===== config.mk =====
export PLATFORM = sky130hd
export DESIGN_NAME = bpb_div_cell
export DESIGN_NICKNAME = d
export VERILOG_FILES = /design/src/rtl/bpb_pkg.sv /design/src/rtl/bpb_div_cell.sv
export SDC_FILE = /design/constraint.sdc
export NUM_CORES = 1
export LEC_CHECK = 0
export BUFFER_PORTS_ARGS = -buffer_cell sky130_fd_sc_hd__buf_2
export CELL_PAD_IN_SITES_DETAIL_PLACEMENT = 1
export CELL_PAD_IN_SITES_GLOBAL_PLACEMENT = 2
export CORE_MARGIN = 1
export CORE_UTILIZATION = 27
export DETAILED_ROUTE_END_ITERATION = 7
export PLACE_DENSITY = 0.77
export RECOVER_POWER = 100
export SKIP_CTS_REPAIR_TIMING = 1
export SLEW_MARGIN = 15
export SYNTH_ARGS = -nofsm -noshare
export SYNTH_HDL_FRONTEND = slang
export SYNTH_SLANG_ARGS = --single-unit

===== constraint.sdc =====
create_clock -name clk -period 8.9 [get_ports clk]
set_input_delay 2.225 -clock clk [delete_from_list [all_inputs] [get_ports clk]]
set_output_delay 2.225 -clock clk [all_outputs]
set_load 0.05 [all_outputs]

===== src/rtl/bpb_pkg.sv =====
`timescale 1ns / 1ps
// ----------------------------------------------------------------------------
// bpb_pkg
// shared types, register indexes and mask helpers for the pixel converter
// ----------------------------------------------------------------------------
package bpb_pkg;

  localparam int unsigned NUM_CH  = 4;
  localparam int unsigned REM_W   = 40;
  localparam int unsigned QUO_W   = 8;

  localparam int unsigned CH_RED   = 0;
  localparam int unsigned CH_GREEN = 1;
  localparam int unsigned CH_BLUE  = 2;
  localparam int unsigned CH_ALPHA = 3;

  localparam logic [2:0] REG_RED_MASK    = 3'd0;
  localparam logic [2:0] REG_GREEN_MASK  = 3'd1;
  localparam logic [2:0] REG_BLUE_MASK   = 3'd2;
  localparam logic [2:0] REG_ALPHA_MASK  = 3'd3;
  localparam logic [2:0] REG_ALPHA_EN    = 3'd4;
  localparam logic [2:0] REG_BYTES_PIX   = 3'd5;

  localparam logic [2:0] BPP_FULL = 3'd4;
  localparam logic [7:0] FULL_SCALE = 8'd255;
  localparam logic [7:0] HALF_ROUND = 8'd127;

  typedef struct packed {
    logic [NUM_CH-1:0][REM_W-1:0] rem;
    logic [NUM_CH-1:0][QUO_W-1:0] quo;
  } cell_data_t;

  typedef struct packed {
    logic [NUM_CH-1:0] chan_ok;
    logic              flat_en;
    logic              bad;
  } flat_cfg_t;

  // count of trailing zero bits, 31 at most
  function automatic logic [4:0] trail_zeros(input logic [31:0] m);
    logic [4:0] tz;
    tz = 5'd31;
    for (int i = 30; i >= 0; i--) begin
      if (m[i]) tz = 5'(i);
    end
    return tz;
  endfunction

  // zero or a single run of ones
  function automatic logic mask_ok(input logic [31:0] m);
    logic [31:0] filled;
    filled = (m | (m - 32'd1)) + 32'd1;
    return (filled & m) == 32'd0;
  endfunction

endpackage


===== src/rtl/bpb_div_cell.sv =====
`timescale 1ns / 1ps
// ----------------------------------------------------------------------------
// bpb_div_cell
// one restoring-division step for all four channels, one quotient bit
// ----------------------------------------------------------------------------
module bpb_div_cell #(
  parameter int unsigned BIT = 0
) (
  input  logic                                   clk,
  input  logic                                   rst,
  input  logic                                   in_valid,
  output logic                                   in_ready,
  input  bpb_pkg::cell_data_t                    in_data,
  input  logic [bpb_pkg::NUM_CH-1:0][31:0]       divisor,
  output logic                                   out_valid,
  input  logic                                   out_ready,
  output bpb_pkg::cell_data_t                    out_data
);

  logic                valid;
  bpb_pkg::cell_data_t data;
  bpb_pkg::cell_data_t data_next;

  always_comb begin
    logic [bpb_pkg::REM_W-1:0] trial;
    data_next = in_data;
    for (int ch = 0; ch < bpb_pkg::NUM_CH; ch++) begin
      trial = bpb_pkg::REM_W'(divisor[ch]) << BIT;
      if (in_data.rem[ch] >= trial) begin
        data_next.rem[ch]      = in_data.rem[ch] - trial;
        data_next.quo[ch][BIT] = 1'b1;
      end
    end
  end

  assign in_ready  = !valid || out_ready;
  assign out_valid = valid;
  assign out_data  = data;

  always_ff @(posedge clk) begin
    if (rst) begin
      valid <= 1'b0;
    end else if (in_ready) begin
      valid <= in_valid;
    end
  end

  always_ff @(posedge clk) begin
    if (in_ready) begin
      data <= data_next;
    end
  end

endmodule


# After elaboration in Yosys (flattened, before gate mapping)
# Cells that the tools add are included.
# totals
out_inout_bits,194
wordCells,27
ff_bits,193
# classes
n_addsub,4
muxes,4
reduce_logical,2
n_lt_le_gt_ge,4
# op_table
op,n
$ge A40 B32 Y1,4
$mux W40,4
$sub A40 B32 Y40,4
$logic_not A1 Y1,1
$logic_or A1 B1 Y1,1

# Logic depth before layout (Yosys ltp)
# logic_depth
word_depth,2
ltp_mapped,14

# Worst setup path after synthesis
# Ideal clock, no wire load.
# synth_timing
path_kind,input to output
startpoint,input out_ready
endpoint,output in_ready
path_slack_ps,-524
cell_stages,1
required_ps,6675
arrival_ps,7199
cell_sequence,nand2b_1
# synth_between
elab_chain_len,1
# synth_lines
item,line_no,rtl
from (decl),bpb_div_cell.sv:16,"input logic out_ready,"
$logic_or A1 B1 Y1,bpb_div_cell.sv:36,assign in_ready = !valid || out_ready;
to (decl),bpb_div_cell.sv:12,"output logic in_ready,"
# Every way passes these cells.

==> flow_summary.toml <==
[yosys]
synth_mux_area_frac = 0.0101
synth_edf_count = 192
ys_seq_area_frac = 0.376
synth_ff_type = "edfxtp_1"
yosysUniqueCellTypes = 85
synth_seq_cells = 193
synth_xor_area_frac = 0.0838
synth-simple-area-share = 0.161
avgSynthCellArea_um2 = 8.98
synth_top_family_by_area = "compound AO/OA/AOI/OAI gates"
syn_nets = 2167
synthCells = 1711
synth_compound_area_frac = 0.203
yosysWarnings = 0
synthesis.area_um2 = 15400
synth-adder-area-share = 0.109
async_flop_share = 0

[grt]
track_usage = 0.189
grt_busiest_layer = "met2"
use_met3 = 0.0531
grt_pass1_wl_mm = 84.1
antenna_found_initial = 20
grt_use_met1 = 0.224
grt_max_degree = 65
first_global_vias = 15100
met2_usage = 0.322
globalRouteOverflowTotal = 0

[job]
maxCapViolCount = 9

[floorplanning]
num_rows = 87
core_um2 = 56300
io_pins = 518
dieArea_um2 = 57900
dieWidth_um = 241
die_h_um = 241
initial_utilization = 0.273

[routing]
routed_wl_mm = 55.9
via_count = 14700
drc = 0
drt_iter0_drc = 483
ant_nets = 0
dr.pass1.iters = 4
viasPerCell = 4.96
avgRoutedWirePerCell_um = 18.8

[finish]
fill_cells = 6930
nets = 2646
fin_area_um2 = 18900
drive_gt1_frac = 0.176
area_growth_pct = 23.1

[sta]
finalHoldViolCount = 0
tightest_slew_ns = 3.45
fmax_mhz = 148
fin_crit_sh = 0.760
skew_ns = 0.0162
final.min_clock_period_ns = 6.76
drv_slew = 425
relSlewSlack = -1.30
setup_violations = 0
rsz0062_at_grt = "false"
setup_tns_ns = 0
setup_ws_ns = 2.14

[run_status]
violations = "max-capacitance violations, max-slew violations"
outcome = "finished with violations"

[pwr]
p_per_area_nw_per_um2 = 187
p_leak_nw = 8.13
vdd_drop_max_mv = 0.145

[critical_path]
required_ns = 9.15
start_kind = "input pin"
criticalPathCategory = "input pin to flop"
r2r_start = "out_valid"
critPathArrivalTime_ns = 7.01
worst_setup_path_end_kind = "flop"
worstReg2RegEnd = "out_data[118]"
r2r_slack_ns = 4.01
ff2ff_path_depth = 2
critPathMaxFanout = 39

[placement]
pre_cts_ws_ns = 2.72
portBuffers = 517
dpl_cell_area_um2 = 18700
dpl.hpwl_mm = 45.7
routabilityCongestion = 0.900

[clock_tree]
cts_root_buf = "clkbuf_16"
numCtsBuffers = 17
cts_buffer_depth = 2
clkLatencyLatePin_ns = 0.49
clk_pin_slew_ns = 0.08
htreeDepth = 4
cts_tree = "built"
clock-sinks = 193

[hold_path]
timing.hold.worst_path_depth = 2
whs_endpoint = "out_valid"
min_path_type = "input pin to flop"
min_from = "rst"
-- sequential cells by signal, indices dropped and copies added (netlist names) --
register,flops
out_data,192
out_valid,1
-- through the flow --
step                power (mW)   util  hold slack [ns]  std cells
floorplan                 2.35      -             2.29       1711
global placement          2.76  0.332             1.04       2927
detailed placement        2.78  0.332             1.07       2927
CTS                       3.64  0.343             1.08       2959
global route              3.73  0.336             1.83       2967
finish                    3.55  0.336             1.87       2969
-- synthesized netlist by cell type (18+ instances only) --
master	n	area share
edfxtp_1	192	0.38
nand2_1	190	0.046
inv_1	154	0.038
o21ai_0	146	0.048
a21oi_1	144	0.047
ha_1	128	0.10
nor2_1	109	0.027
xnor2_1	80	0.046
xor2_1	67	0.038
a21o_1	55	0.027
clkbuf_1	35	0.0085
nor3_1	33	0.011
nand3_1	30	0.0098
nand4_1	29	0.012
nand2b_1	25	0.010
buf_2	23	0.0075
a31oi_1	19	0.0077
nor2b_1	19	0.0077
or3_1	18	0.0073
-- cells by family after synthesis --
logic type | count (synthesis)
adder cells (fa/ha/maj) | 132
XOR/XNOR | 147
flip-flops | 193
AO/OA/AOI/OAI | 494
AND/OR/NAND/NOR | 514
multiplexers | 14
buffers and inverters | 217
-- power by group --
part	internal (mW)	leakage (nW)	switching (mW)	total, mW
Clock	0.421	0.287	0.414	0.836
Sequential	1.20	1.99	0.0504	1.25
Combinational	0.384	5.86	1.08	1.46
-- worst max-delay path by stage --
stage	from	cells after the start	to
6_report	in_data[170]	10	out_data[172]
5_1_grt	in_data[152]	12	out_data[167]
4_1_cts	in_data[121]	10	out_data[115]
3_5_place_dp	in_data[121]	10	out_data[115]
3_3_place_gp	in_data[117]	10	out_data[115]
2_1_floorplan	out_ready	1	in_ready
-- layout make-up --
class                           count  area, um2  area share
Clock inverter                     15        168     0.00886
Tap cell                          756        946      0.0500
Clock buffer                       17        425      0.0225
Antenna cell                       10       25.0     0.00132
Inverter                          154        578      0.0305
Multi-Input combinational cell   1301       8630       0.456
Sequential cell                   193       5790       0.306
Timing Repair Buffer              523       2370       0.125
-- per-layer routing --
| layer | up-vias | wire length (um) | share of wire |
|---|---|---|---|
| li1 | 7116 | - | - |
| met1 | 7132 | 23700 | 0.42 |
| met2 | 366 | 27400 | 0.49 |
| met3 | 87 | 3310 | 0.059 |
| met4 | 20 | 1410 | 0.025 |
| met5 | - | 130 | 0.0023 |
-- layout by cell type, fill, tap and decap left out, types with 10 or more instances in the layout --
master | Yosys | layout
a21o_1 | 55 | 55
a21oi_1 | 144 | 146
a31oi_1 | 19 | 19
and3_1 | 12 | 12
buf_2 | 23 | 319
clkbuf_1 | 35 | 203
clkbuf_16 | 0 | 17
diode_2 | 0 | 10
edfxtp_1 | 192 | 192
ha_1 | 128 | 128
inv_1 | 154 | 154
mux2_2 | 11 | 11
nand2_1 | 190 | 190
nand2b_1 | 25 | 25
nand3_1 | 30 | 30
nand4_1 | 29 | 29
nor2_1 | 109 | 110
nor2b_1 | 19 | 19
nor3_1 | 33 | 33
nor4_1 | 10 | 10
o211ai_1 | 10 | 11
o21a_1 | 17 | 17
o21ai_0 | 146 | 152
o21bai_1 | 14 | 14
or3_1 | 18 | 18
xnor2_1 | 80 | 80
xor2_1 | 67 | 67
-- critical path: stages --
cell and delay (ns):
buf_2 0.11, ha_1 0.38, and3_1 0.27, a2111oi_0 0.47, o221ai_1 0.20, and3_1 0.22
a21o_4 0.18, nor2_1 1.28, clkbuf_1 1.22, mux2_2 0.43
(Power assumes the default switching activity.)
